### src/sv/mie_pkg.sv
package mie_pkg;

    localparam int BUF_BYTES = 11;
    localparam int BUF_W     = BUF_BYTES * 8;
    localparam int CNT_W     = 4;

    localparam logic [7:0]  CHAR_I       = 8'h69;  // 'i'
    localparam logic [7:0]  CHAR_L       = 8'h6C;  // 'l'
    localparam logic [7:0]  CHAR_PLUS    = 8'h2B;  // '+'
    localparam logic [7:0]  CHAR_MINUS   = 8'h2D;  // '-'
    localparam logic [7:0]  COMPACT_BIAS = 8'd5;
    localparam logic [63:0] COMPACT_MAX  = 64'd122;
    localparam logic [63:0] SMALL_LIMIT  = 64'h0000_0000_4000_0000;

    typedef enum logic [1:0] {
        ST_IDLE,
        ST_CALC,
        ST_EMIT
    } state_t;

    typedef struct packed {
        logic capture;
        logic load;
        logic shift;
    } cmd_t;

    typedef struct packed {
        logic last_byte;
    } status_t;

endpackage

### src/sv/mie_ctrl.sv
module mie_ctrl (
    input  logic             clk,
    input  logic             rst_n,
    input  logic             in_valid,
    output logic             in_ready,
    output logic             out_valid,
    input  logic             out_ready,
    input  mie_pkg::status_t status,
    output mie_pkg::cmd_t    cmd
);
    import mie_pkg::*;

    state_t state_reg;
    state_t state_next;

    always_ff @(posedge clk or negedge rst_n)
    begin
        if (!rst_n)
        begin
            state_reg <= ST_IDLE;
        end
        else
        begin
            state_reg <= state_next;
        end
    end

    always_comb
    begin
        state_next  = state_reg;
        in_ready    = 1'b0;
        out_valid   = 1'b0;
        cmd         = '0;
        unique case (state_reg)
            ST_IDLE:
            begin
                in_ready = 1'b1;
                if (in_valid)
                begin
                    cmd.capture = 1'b1;
                    state_next  = ST_CALC;
                end
            end
            ST_CALC:
            begin
                cmd.load   = 1'b1;
                state_next = ST_EMIT;
            end
            ST_EMIT:
            begin
                out_valid = 1'b1;
                if (out_ready)
                begin
                    cmd.shift = 1'b1;
                    if (status.last_byte)
                    begin
                        state_next = ST_IDLE;
                    end
                end
            end
            default:
            begin
                state_next = ST_IDLE;
            end
        endcase
    end

endmodule

### src/sv/mie_datapath.sv
module mie_datapath (
    input  logic               clk,
    input  mie_pkg::cmd_t      cmd,
    input  logic               op,
    input  logic signed [63:0] value,
    output mie_pkg::status_t   status,
    output logic [7:0]         out_byte,
    output logic               last
);
    import mie_pkg::*;

    logic              op_reg;
    logic [63:0]       value_reg;
    logic [BUF_W-1:0]  buf_reg;
    logic [CNT_W-1:0]  cnt_reg;

    logic              neg;
    logic [63:0]       mag;
    logic              single;
    logic              fixnum_range;
    logic [7:0]        single_byte;
    logic [7:0]        sb;
    logic [7:0]        fill;
    logic [3:0]        k;
    logic [7:0]        tag;
    logic [2:0]        limbs;
    logic [7:0]        h0;
    logic [7:0]        h1;
    logic [7:0]        h2;
    logic [1:0]        hcnt;
    logic [CNT_W-1:0]  pcnt;
    logic [63:0]       payload;
    logic [BUF_W-1:0]  buf_next;

    always_comb
    begin
        neg    = value_reg[63];
        mag    = neg ? (64'd0 - value_reg) : value_reg;
        single = (value_reg == 64'd0) || (mag <= COMPACT_MAX);
        fixnum_range = neg ? (mag <= SMALL_LIMIT) : (mag < SMALL_LIMIT);
        sb     = (value_reg == 64'd0) ? 8'd0 : (mag[7:0] + COMPACT_BIAS);
        single_byte = neg ? (8'd0 - sb) : sb;
        fill   = neg ? 8'hFF : 8'h00;

        // byte count of the compact form: highest byte that is not sign fill
        k = 4'd1;
        for (int i = 1; i < 8; i++)
        begin
            if (value_reg[i*8 +: 8] != fill)
            begin
                k = 4'(i + 1);
            end
        end
        tag = neg ? (8'd0 - {4'd0, k}) : {4'd0, k};

        limbs = 3'd1;
        for (int j = 1; j < 4; j++)
        begin
            if (mag[j*16 +: 16] != 16'd0)
            begin
                limbs = 3'(j + 1);
            end
        end

        h2 = 8'd0;
        if (op_reg || fixnum_range)
        begin
            if (single)
            begin
                pcnt    = '0;
                payload = '0;
                if (op_reg)
                begin
                    hcnt = 2'd1;
                    h0   = single_byte;
                    h1   = 8'd0;
                end
                else
                begin
                    hcnt = 2'd2;
                    h0   = CHAR_I;
                    h1   = single_byte;
                end
            end
            else
            begin
                pcnt    = k;
                payload = value_reg;
                if (op_reg)
                begin
                    hcnt = 2'd1;
                    h0   = tag;
                    h1   = 8'd0;
                end
                else
                begin
                    hcnt = 2'd2;
                    h0   = CHAR_I;
                    h1   = tag;
                end
            end
        end
        else
        begin
            // bignum: 'l', sign, limb count, limbs of the magnitude
            hcnt    = 2'd3;
            h0      = CHAR_L;
            h1      = neg ? CHAR_MINUS : CHAR_PLUS;
            h2      = {5'd0, limbs} + COMPACT_BIAS;
            pcnt    = {limbs, 1'b0};
            payload = mag;
        end

        case (hcnt)
            2'd1:    buf_next = {16'd0, payload, h0};
            2'd2:    buf_next = {8'd0, payload, h1, h0};
            default: buf_next = {payload, h2, h1, h0};
        endcase
    end

    always_ff @(posedge clk)
    begin
        if (cmd.capture)
        begin
            op_reg    <= op;
            value_reg <= value;
        end
        if (cmd.load)
        begin
            buf_reg <= buf_next;
            cnt_reg <= {2'd0, hcnt} + pcnt;
        end
        else if (cmd.shift)
        begin
            buf_reg <= {8'd0, buf_reg[BUF_W-1:8]};
            cnt_reg <= cnt_reg - 1'b1;
        end
    end

    assign out_byte         = buf_reg[7:0];
    assign last             = (cnt_reg == CNT_W'(1));
    assign status.last_byte = last;

endmodule

### src/sv/marshal_integer_encoder.sv
// The input transaction captures the operands, the calc state loads the output
// shift register, then the emit state presents n = 1..11 output bytes; the
// shift register emits one byte per cycle while out_ready is high, one item in flight.
// Reset: rst_n asynchronous, active low; clears the controller to idle.
// Datapath registers are not reset.
module marshal_integer_encoder (
    input  logic               clk,
    input  logic               rst_n,
    input  logic               in_valid,
    output logic               in_ready,
    input  logic               op,
    input  logic signed [63:0] value,
    output logic               out_valid,
    input  logic               out_ready,
    output logic [7:0]         out_byte,
    output logic               last
);
    import mie_pkg::*;

    cmd_t    cmd;
    status_t status;

    mie_ctrl u_ctrl (
        .clk       (clk),
        .rst_n     (rst_n),
        .in_valid  (in_valid),
        .in_ready  (in_ready),
        .out_valid (out_valid),
        .out_ready (out_ready),
        .status    (status),
        .cmd       (cmd)
    );

    mie_datapath u_datapath (
        .clk      (clk),
        .cmd      (cmd),
        .op       (op),
        .value    (value),
        .status   (status),
        .out_byte (out_byte),
        .last     (last)
    );

`ifndef SYNTHESIS
    a_calc_after_accept: assert property (@(posedge clk) disable iff (!rst_n)
        (in_valid && in_ready) |=> (!out_valid && !in_ready))
        else $error("output valid or input ready right after input transaction");

    a_idle_after_last: assert property (@(posedge clk) disable iff (!rst_n)
        (out_valid && out_ready && last) |=> (in_ready && !out_valid))
        else $error("not idle after last byte");

    a_no_overlap: assert property (@(posedge clk) disable iff (!rst_n)
        in_ready |-> !out_valid)
        else $error("input ready while output valid");
`endif

endmodule
### config.mk
export PLATFORM = sky130hd
export DESIGN_NAME = marshal_integer_encoder
export DESIGN_NICKNAME = d
export VERILOG_FILES = /design/src/sv/mie_pkg.sv /design/src/sv/mie_ctrl.sv /design/src/sv/mie_datapath.sv /design/src/sv/marshal_integer_encoder.sv
export SDC_FILE = /design/constraint.sdc
export NUM_CORES = 1
export LEC_CHECK = 0
export BUFFER_PORTS_ARGS = -buffer_cell sky130_fd_sc_hd__clkbuf_2
export CAP_MARGIN = 20
export CORE_UTILIZATION = 47
export DETAILED_ROUTE_END_ITERATION = 8
export GPL_ROUTABILITY_DRIVEN = 0
export PLACE_DENSITY_LB_ADDON = 0.15
export SLEW_MARGIN = 40
export SYNTH_ARGS = -nofsm -noshare
export SYNTH_HDL_FRONTEND = slang
export SYNTH_SLANG_ARGS = --single-unit
export TNS_END_PERCENT = 5
### constraint.sdc
create_clock -name clk -period 5 [get_ports clk]
set_input_delay 0.75 -clock clk [delete_from_list [all_inputs] [get_ports clk]]
set_output_delay 0.75 -clock clk [all_outputs]
set_load 0.02 [all_outputs]
==> results by group, run 1 <==
Run status
  – Status: finished clean

Global routing
  – Largest net degree at the start of global routing: 88
  – GR peak layer: met2
  – Met1 usage: 44.1%
  – Global-route wire length before repair: around 52,000 µm
  – Gr usage total: 30.8%
  – Total gr overflow: 0
  – Met3 usage: between 6 and 7%
  – Initial antenna violation count: 0
  – Grt met2 use: 45.2%
  – Vias in the first global route: 8,854

CTS
  – Num CTS Buffers: 17
  – Reg clk slew, reported paths: 70 ps
  – Skew-Pair Late Insertion Delay: around 440 ps
  – Longest Clk Path Bufs: 2
  – CTS sink cnt: ~160
  – Root Driver: clkbuf_16
  – CTS tree: built
  – H-Tree Level Count: 4

Routing
  – Vias/cell: about 6.7
  – Starting DRT DRC Count: roughly 1,400
  – Post-Route WL: ~34,000 µm
  – WL/cell: ~23 µm
  – Drt pass-1 iters: 5
  – Via count: between 9,000 and 10,000
  – DRC errors left: 0
  – Antenna viol nets, final: 0

Floorplanning
  – Starting Density: 47.9%
  – Io pins: 80
  – Row count: 54
  – Core area: ~0.022 mm²
  – Die area: 0.0228 mm²
  – Die Y: 151 µm
  – Chip Width: about 150 µm

Placed design
  – Input/output buffers: just under 80
  – Area post-placement: ~0.011 mm²
  – Dpl cells: approximately 1,400
  – DP Worst Slack: -15.9 ps
  – DP HPWL: 24,200 µm

Final layout
  – Layout Nets: about 1,200
  – Core Util, Final: between 50 and 60%
  – Layout cells sized above 1: 20.2%
  – Post-route insts no fill: about 1,500
  – Largest register FFs: between 80 and 90
  – Diode count: 0
  – Area grow syn2layout: 15.8%
  – Layout Cell Area excl Fill: ~0.012 mm²

Timing
  – Post-route setup slack: around 160 ps
  – Tmin final: about 4800 ps
  – Number of hold violations in the final report: 0
  – Final worst path period share: a little over nine tenths
  – Setup-failing EPs final: 0
  – Slew margin rel.: 49.1%
  – Max Slew Vio Count: 0
  – Worst clock skew: between 10 and 15 ps
  – Fmax: between 0.2 and 0.25 GHz
  – Final hold slack: 89.6 ps
  – Worst-Margin Slew: 764 ps

Synth
  – Post-synthesis cell count: about 1,100
  – Main synth FF type: edfxtp_1
  – Largest cells by area after synthesis: edfxtp_1 45%, nand2_1 3.4%, xnor2_1 3.1%, nor2_1 3.0%, xor2_1 3.0%
  – Number of synthesized flops with an enable pin: 157
  – Mapped Nets: around 1,200
  – Synth warn: 0
  – Avg Cell Area, Syn: 9.62 µm²
  – Ys async rst share: about 1.3%
  – Synthesized area: roughly 0.010 mm²
  – Post-synth cell types: 80
  – Post-synth top area share: ~45%
  – Register area share after synthesis: a little under half
  – Largest area contributor in the netlist: edfxtp_1
  – Register bit count reported by yosys: ~160

Power and ir drop
  – PwrDens: 482 mW/mm²
  – Peak VDD IR: roughly 0.25 mV
  – Static leakage: around 0.0043 µW

Worst setup path
  – Crit Reg-Reg Startpoint: u_datapath.value_reg[35]
  – CP max FO: 8
  – Kind of critical path: reg -> reg
  – Crit path DAT: 5000 ps
  – Worst setup SP type: flop
  – Endpoint class of the critical path: flop
  – Worst Setup SP: u_datapath.value_reg[35]
  – Data required, critical path: between 5000 and 6000 ps

Min path
  – Hold Crit Class: in -> async

Run
  – Max Cap Viol: 0
## kinds of logic after synthesis
kind of cell	after synthesis	synth area share, %
and+or+nand+nor	411	20.7
AOI/OAI and AO/OA	298	20.3
DFF	159	45.7
buffers and inverters	125	5.22
xor gates and xnor gates	73	6.13
adders and majority gates	11	1.39
muxes	6	0.588
## cells in the mapped netlist, types with 4 or more instances
cell type / instances
edfxtp_1: 157
nand2_1: 94
nor2_1: 84
clkbuf_1: 71
o21ai_0: 52
a21oi_1: 44
nor3_1: 40
nor4_1: 37
xnor2_1: 37
xor2_1: 36
nand3_1: 35
nand4_1: 29
a22oi_1: 22
o31ai_1: 20
inv_1: 19
a31oi_1: 16
o22a_1: 15
or3_1: 15
a21o_1: 14
buf_4: 14
or4_1: 13
a22o_1: 12
and3_1: 11
buf_2: 11
a221o_1: 10
ha_1: 10
o22ai_1: 10
o2bb2ai_1: 10
nand2b_1: 9
o41ai_1: 9
a221oi_1: 8
and2_1: 8
o211ai_1: 8
buf_1: 7
and4_1: 5
mux2i_1: 5
o21a_1: 5
or2_2: 5
a2bb2oi_1: 4
nor2b_1: 4
nor3b_1: 4
o32ai_1: 4
## routing by layer
layer | wire [µm] | share of wire, %
met1 | 14700 | 43
met2 | 15100 | 44
met4 | 1100 | 3.2
met3 | 3370 | 9.9
met5 | 0 | 0
## placed cells by master, fill, tap and decap left out, drive strengths merged, types with 11 or more instances in the layout
| master | instances |
|---|---|
| a21o | 14 |
| a21oi | 44 |
| a22o | 12 |
| a22oi | 22 |
| a31oi | 16 |
| and3 | 11 |
| buf | 92 |
| clkbuf | 96 |
| clkinv | 11 |
| edfxtp | 157 |
| inv | 23 |
| nand2 | 95 |
| nand3 | 36 |
| nand4 | 29 |
| nor2 | 84 |
| nor3 | 41 |
| nor4 | 40 |
| o21ai | 54 |
| o22a | 15 |
| o31ai | 20 |
| or3 | 15 |
| or4 | 15 |
| xnor2 | 37 |
| xor2 | 36 |
## what timing repair did
action	4_1_cts	5_1_grt
pin swaps	0	1
gates cloned	0	0
resized for setup	1	9
hold buffers	0	0
buffers inserted	0	1
endpoints found under the setup margin	5	27
## where the power goes
part	switching, µW	internal, µW
Combinational	1400	818
Sequential	259	2120
Clock	577	640
Total	2240	3580
## worst max-delay path, cell delays in order, from the launching register on
cell and delay, ps:
edfxtp_1 380, or4_4 550, or4_1 590, buf_4 220, nor4_2 400, a21oi_1 150, xnor2_1 190, and3_1 180
and4_2 320, and3_2 270, or3_1 340, nor2_1 110, ha_1 170, inv_1 50, fa_1 370, xnor2_1 150
o21ai_0 90
## final cells by class
cell class | count | area [µm²]
inverters | 20 | 75.1
flip-flops and latches | 159 | 4760
clock buffers | 17 | 425
clock inverters | 15 | 115
multi-input cells | 799 | 5200
fillers | 1946 | 9690
well taps | 280 | 350
repair buffers | 171 | 1140
## stage by stage
step                total power, µW  TNS [ps]
global route                   6100     -3.06
detailed placement             4560     -15.9
CTS                            5770         0
global placement               4520         0
finish                         5810         0
floorplan                      3850         0
## worst paths after layout
check / to / slack, ps / cells after the start
setup / recovery: u_datapath.cnt_reg[2] / 160 / 16
hold / removal: u_ctrl.state_reg[1] / 90 / 1
setup reg to reg: u_datapath.cnt_reg[2] / 160 / 16
hold reg to reg: u_datapath.buf_reg[11] / 530 / 2
max in group asynchronous: u_ctrl.state_reg[0] / 4810 / 1
min in group clk: u_datapath.value_reg[7] / 480 / 1
(Power assumes the default switching activity.)
==> inputs of run 2 (changes only) <==
--- a/config.mk
+++ b/config.mk
@@ -7,6 +7,7 @@
 export LEC_CHECK = 0
 export BUFFER_PORTS_ARGS = -buffer_cell sky130_fd_sc_hd__clkbuf_2
 export CAP_MARGIN = 20
+export CORE_ASPECT_RATIO = 0.7
 export CORE_UTILIZATION = 47
 export DETAILED_ROUTE_END_ITERATION = 8
 export GPL_ROUTABILITY_DRIVEN = 0
@@ -14,5 +15,6 @@
 export SLEW_MARGIN = 40
 export SYNTH_ARGS = -nofsm -noshare
 export SYNTH_HDL_FRONTEND = slang
+export SYNTH_HIERARCHICAL = 1
 export SYNTH_SLANG_ARGS = --single-unit
 export TNS_END_PERCENT = 5
==> results by group, run 2 <==
Routing
  – DRC errors left: 0
  – Starting DRT DRC Count: 1,673
  – WL/cell: around 23 µm
  – Antenna viol nets, final: 0
  – Post-Route WL: ~35,000 µm
  – Drt pass-1 iters: 8
  – Via count: ~9,900
  – Vias/cell: between 6 and 7

Synth
  – Main synth FF type: edfxtp_1
  – Avg Cell Area, Syn: approximately 9.5 µm²
  – Register area share after synthesis: roughly 46%
  – Post-synth top area share: roughly 46%
  – Post-synth cell types: slightly above 80
  – Largest area contributor in the netlist: edfxtp_1
  – Largest cells by area after synthesis: edfxtp_1 46%, nor2_1 5.3%, xor2_1 3.3%, a21oi_1 3.1%, clkbuf_1 3.0%
  – Most common cell in the netlist: edfxtp_1
  – Register bit count reported by yosys: ~160
  – Number of synthesized flops with an enable pin: between 150 and 200
  – Synth warn: 6
  – Mapped Nets: between 1,000 and 1,500
  – Synthesized area: ~0.010 mm²
  – Most frequent cells after synthesis: 157 x edfxtp_1, 145 x nor2_1, 83 x clkbuf_1
  – Post-synthesis cell count: approximately 1,100
  – Ys async rst share: ~1.3%

CTS
  – Longest Clk Path Bufs: 2
  – Hold_buf cts: 0
  – H-Tree Level Count: 4
  – CTS tree: built
  – Root Driver: clkbuf_16
  – Num CTS Buffers: 17
  – Reg clk slew, reported paths: 60 ps
  – CTS sink cnt: around 160
  – Skew-Pair Late Insertion Delay: around 450 ps

Placed design
  – Dpl cells: 1,486
  – Input/output buffers: 79
  – DP HPWL: about 26,000 µm
  – DP Worst Slack: -178 ps

Final layout
  – Layout Nets: approximately 1,300
  – Core Util, Final: about three fifths
  – Area grow syn2layout: 22.4%
  – Most common cell after layout, fill and taps aside: edfxtp_1
  – Layout cells sized above 1: between 20% and 30%
  – Largest register FFs: between 80 and 90
  – Diode count: 0
  – Post-route insts no fill: around 1,500
  – Most frequent cells in the layout: 157 x edfxtp_1, 143 x nor2_1, 139 x buf_4

Run
  – Max Cap Viol: 0

Worst setup path
  – CP max FO: 13
  – Crit path DAT: 5070 ps
  – Kind of critical path: reg -> reg
  – Endpoint class of the critical path: flop
  – Worst setup SP type: flop
  – Data required, critical path: ~5200 ps

Global routing
  – Initial antenna violation count: 1
  – Gr usage total: 31.2%
  – Largest net degree at the start of global routing: about 110
  – Total gr overflow: 0
  – Global-route wire length before repair: around 53,000 µm
  – Vias in the first global route: 8,877

Timing
  – Final worst path period share: a little over nine tenths
  – Post-route setup slack: between 90 and 100 ps
  – Fmax: 0.204 GHz
  – Slew margin rel.: approximately 32%
  – Max Slew Vio Count: 0
  – Worst clock skew: 12.8 ps
  – Setup-failing EPs final: 0
  – Final hold slack: around 83 ps
  – Worst-Margin Slew: a little over 1000 ps
  – Number of hold violations in the final report: 0
  – Tmin final: 4900 ps

Floorplanning
  – Core area: 0.0216 mm²
  – Row count: 45
  – Chip Width: roughly 180 µm
  – Starting Density: 47.9%
  – Die area: 0.0227 mm²
  – Io pins: 80
  – Die Y: around 130 µm

Power and ir drop
  – Gate power share: between 30% and 40%
  – Static leakage: roughly 0.0046 µW
  – Peak VDD IR: 0.346 mV
  – Sequential fraction of design power: between 30% and 40%
  – Total power: 6040 µW
  – PwrDens: ~480 mW/mm²
  – Switch share: a little under two fifths
  – Internal: around 3700 µW
  – Clock power share: between 20% and 30%
  – Sw power: ~2300 µW

Min path
  – Hold Crit Class: in -> async

Run status
  – Status: finished clean
==> run 2: cell count changes after synthesis, sizes merged, moves of 11 or more <==
cell    change
a21o       -11
a21oi      +23
a221oi     +13
a22o       -11
clkbuf     +11
nand2      -13
nand4      -13
nor2       +61
nor4       -22
o41ai      +12
==> run 2: path summary, 6_finish.rpt <==
check                                              start                       to  slack, ps  depth (start not counted)
worst max-delay path            u_datapath/value_reg[17]    u_datapath/cnt_reg[3]        100                         17
worst min-delay path                               rst_n      u_ctrl/state_reg[1]         80                          1
worst max register to register  u_datapath/value_reg[17]    u_datapath/cnt_reg[3]        100                         17
worst min register to register    u_datapath/buf_reg[49]   u_datapath/buf_reg[41]        520                          1
max in group asynchronous                          rst_n      u_ctrl/state_reg[0]       4820                          1
min in group clk                                value[1]  u_datapath/value_reg[1]        480                          1
==> run 2: power groups by stage <==
stage / registers (µW) / logic (µW) / clock network [µW]
floorplan: 2260 / 1490 / 0
global placement: 2320 / 2230 / 0
detailed placement: 2320 / 2260 / 0
CTS: 2300 / 2280 / 1340
global route: 2350 / 2560 / 1400
finish: 2310 / 2410 / 1320
==> run 2: per-stage QoR <==
stage	setup TNS, ps	cell area [µm²]
finish	0	12700
global route	-41.8	12700
CTS	0	12400
detailed placement	-374	11800
global placement	-135	11800
floorplan	0	10400
==> run 2: critical path, cell delays in order, from the launching register on <==
cell,delay [ps]
edfxtp_1,400
or4_1,560
or3b_1,490
buf_4,230
o41ai_1,700
xor2_1,170
and4_1,270
a32o_2,270
a31oi_2,250
nor2_1,80
a21o_1,230
ha_1,310
a21oi_2,170
nor2_1,50
nand2_1,90
o21ai_0,80
a211oi_1,250
a21oi_1,60
==> run 2: what timing repair did <==
item	in CTS	in global routing
pin swaps	0	12
endpoints found under the setup margin	6	44
buffers inserted	0	10
cloned	0	0
gates resized for setup	6	32
==> run 2: cells by family (layout without fill, tap and decap cells) <==
logic type,after synthesis,after routing,share of synthesized area (%)
AND/OR/NAND/NOR,407,407,19.6
AO/OA/AOI/OAI,306,306,20.3
flip-flops,159,159,46.0
buffers and inverters,126,276,5.12
XOR/XNOR,73,73,6.17
multiplexers,14,14,1.38
adder cells (fa/ha/maj),11,11,1.40
==> run 2: area by class of cell <==
| class | instances | area (µm²) |
|---|---|---|
| clock inverter | 14 | 158 |
| timing repair buffer | 225 | 1560 |
| sequential | 159 | 4760 |
| tap | 282 | 353 |
| inverter | 19 | 71.3 |
| multi-input combinational | 811 | 5350 |
| fill | 1940 | 8930 |
| clock buffer | 18 | 429 |
==> run 2: layer usage <==
| metal | share of wire (%) | global-route usage [%] | up-vias |
|---|---|---|---|
| met3 | 15 | 10.8 | 83 |
| met5 | 0.14 | 0 | - |
| met4 | 2.2 | 8.72 | 2 |
| met2 | 39 | 40.5 | 760 |
| li1 | - | - | 4420 |
| met1 | 44 | 47.8 | 4630 |
==> inputs of run 3 (changes only) <==
--- a/config.mk
+++ b/config.mk
@@ -8,7 +8,7 @@
 export BUFFER_PORTS_ARGS = -buffer_cell sky130_fd_sc_hd__clkbuf_2
 export CAP_MARGIN = 20
 export CORE_ASPECT_RATIO = 0.7
-export CORE_UTILIZATION = 47
+export CORE_UTILIZATION = 31
 export DETAILED_ROUTE_END_ITERATION = 8
 export GPL_ROUTABILITY_DRIVEN = 0
 export PLACE_DENSITY_LB_ADDON = 0.15
==> results by group, run 3 (same netlist as run 2, synthesis figures left out) <==
Floorplanning
  – Die Y: about 150 µm
  – Io pins: 80
  – Core area: roughly 0.033 mm²
  – Die area: around 0.034 mm²
  – Starting Density: between 30% and 40%
  – Row count: 55
  – Chip Width: ~220 µm

Final layout
  – Layout cells sized above 1: around a quarter
  – Filler cells: around 3,300
  – Most frequent cells in the layout: 157 x edfxtp_1, 144 x nor2_1, 138 x buf_4
  – Most common cell after layout, fill and taps aside: edfxtp_1
  – Core Util, Final: roughly two fifths
  – Layout Cell Area excl Fill: ~0.013 mm²
  – Diode count: 0
  – Area grow syn2layout: 23.1%
  – Layout Nets: 1,312
  – Largest register FFs: between 80 and 90

Timing
  – Unrepaired setup endpoints after global routing: no
  – Fmax: just over 0.2 GHz
  – Worst clock skew: 13.4 ps
  – Worst-Margin Slew: approximately 860 ps
  – Post-route setup slack: 180 ps
  – Final hold slack: 77.6 ps
  – Final setup TNS: 0 ps
  – Slew margin rel.: between 40% and 50%
  – Tmin final: between 4000 and 5000 ps
  – Final worst path period share: ~96%
  – Max Slew Vio Count: 0
  – Number of hold violations in the final report: 0
  – Setup-failing EPs final: 0

Routing
  – Detail Route met2 WL: 15,300 µm
  – Via count: between 9,000 and 10,000
  – Vias/cell: between 5 and 6
  – DRT met1 WL: between 15,000 and 20,000 µm
  – Met3 wire length: 3860 µm
  – Antenna viol nets, final: 0
  – Starting DRT DRC Count: about 1,200
  – DRC errors left: 3
  – Drt pass-1 iters: 8
  – Top routing layer in use: met4
  – WL/cell: 23.6 µm
  – Post-Route WL: slightly below 40,000 µm

Placed design
  – Area post-placement: approximately 0.012 mm²
  – Input/output buffers: 79
  – DP Worst Slack: between 9 and 10 ps
  – DP HPWL: roughly 29,000 µm

Power and ir drop
  – Clock power share: ~22%
  – Switch share: between 30% and 40%
  – Gate power share: 40.1%
  – Sequential fraction of design power: 38.1%
  – Static leakage: around 0.0046 µW
  – Sw power: around 2400 µW
  – Peak VDD IR: between 0.2 and 0.3 mV
  – Internal: around 3700 µW
  – PwrDens: ~470 mW/mm²

Global routing
  – Largest net degree at the start of global routing: between 100 and 150
  – Initial antenna violation count: 0
  – Total gr overflow: 0
  – Gr usage total: a little under a quarter
  – Vias in the first global route: slightly below 9,000
  – Global-route wire length before repair: 58,400 µm

Worst setup path
  – WP buf/inv: 4
  – Endpoint class of the critical path: flop
  – Crit-path slowest cell: or4_4
  – Data required, critical path: a little over 5000 ps
  – Crit path DAT: 4980 ps
  – Kind of critical path: reg -> reg
  – CP max FO: 19
  – R2R Setup Slk: about 180 ps
  – Critical-path cell list: inv_1 > ha_2 > or4b_4 > or4_4 > buf_12 > or3_1 > o21ai_2 > xor2_1 > nand3_2 > or4_4 > buf_4 > nor3_4 > nor2_4 > buf_4 > a21oi_1 > a21oi_1
  – Crit-path leading delay family: simple AND/OR/NAND/NOR gates
  – Slowest stage delay, CP: 560 ps
  – Worst setup SP type: flop

Min path
  – Hold Crit Class: in -> async

CTS
  – Skew-Pair Late Insertion Delay: 460 ps
  – Reg clk slew, reported paths: about 70 ps
  – CTS sink cnt: around 160
  – H-Tree Level Count: 4
  – Longest Clk Path Bufs: 2
  – CTS tree: built
  – Num CTS Buffers: 17
  – Root Driver: clkbuf_16

Run
  – Max Cap Viol: 0

Run status
  – Status: finished, violations left
  – Failing checks: DRC
[run 3: stage by stage]
| stage | cells | total power [µW] |
|---|---|---|
| floorplan | 1096 | 3750 |
| global placement | 1635 | 4660 |
| detailed placement | 1636 | 4680 |
| CTS | 1668 | 6010 |
| global route | 1672 | 6370 |
| finish | 1672 | 6060 |
[run 3: timing repair]
item | CTS | global route
hold buffers | 0 | 0
setup buffers | 0 | 3
gates cloned | 0 | 1
gates resized for setup | 2 | 21
pin swaps | 0 | 9
endpoints found under the setup margin | 1 | 49
[run 3: area by class of cell]
class                      instances  area [µm²]  share of cell area, %
tap                              427         534                   4.19
timing repair buffer             223        1550                   12.2
multi-input combinational        812        5260                   41.3
clock inverter                    12         134                   1.05
inverter                          19        71.3                  0.559
sequential                       159        4760                   37.4
clock buffer                      20         437                   3.42
[run 3: final timing paths]
check,start,to,cells past startpoint
min in group clk,value[58],u_datapath/value_reg[58],1
setup / recovery,u_datapath/value_reg[1],u_datapath/buf_reg[56],16
setup reg to reg,u_datapath/value_reg[1],u_datapath/buf_reg[56],16
hold / removal,rst_n,u_ctrl/state_reg[1],1
max in group asynchronous,rst_n,u_ctrl/state_reg[0],1
hold reg to reg,u_datapath/buf_reg[28],u_datapath/buf_reg[20],2
[run 3: metal layers]
metal | vias to the layer above | track usage [%]
met3 | 27 | 6.22
met2 | 495 | 29.7
met4 | 0 | 5.97
li1 | 4438 | -
met1 | 4640 | 37.4
met5 | - | 0
[run 3: power groups by stage]
stage	sequential, µW	clock [µW]	combinational, µW
floorplan	2260	0	1490
global placement	2330	0	2330
detailed placement	2330	0	2350
CTS	2310	1350	2360
global route	2350	1400	2620
finish	2310	1320	2430
[run 3: worst register-to-register path: cells and delay by family, from the launching register on]
family          cells  cell delay, ps
simple gates        7            2520
fa+ha+maj           1             220
flops               1             390
buf+inv             4             640
xor+xnor            1             230
compound gates      3             540
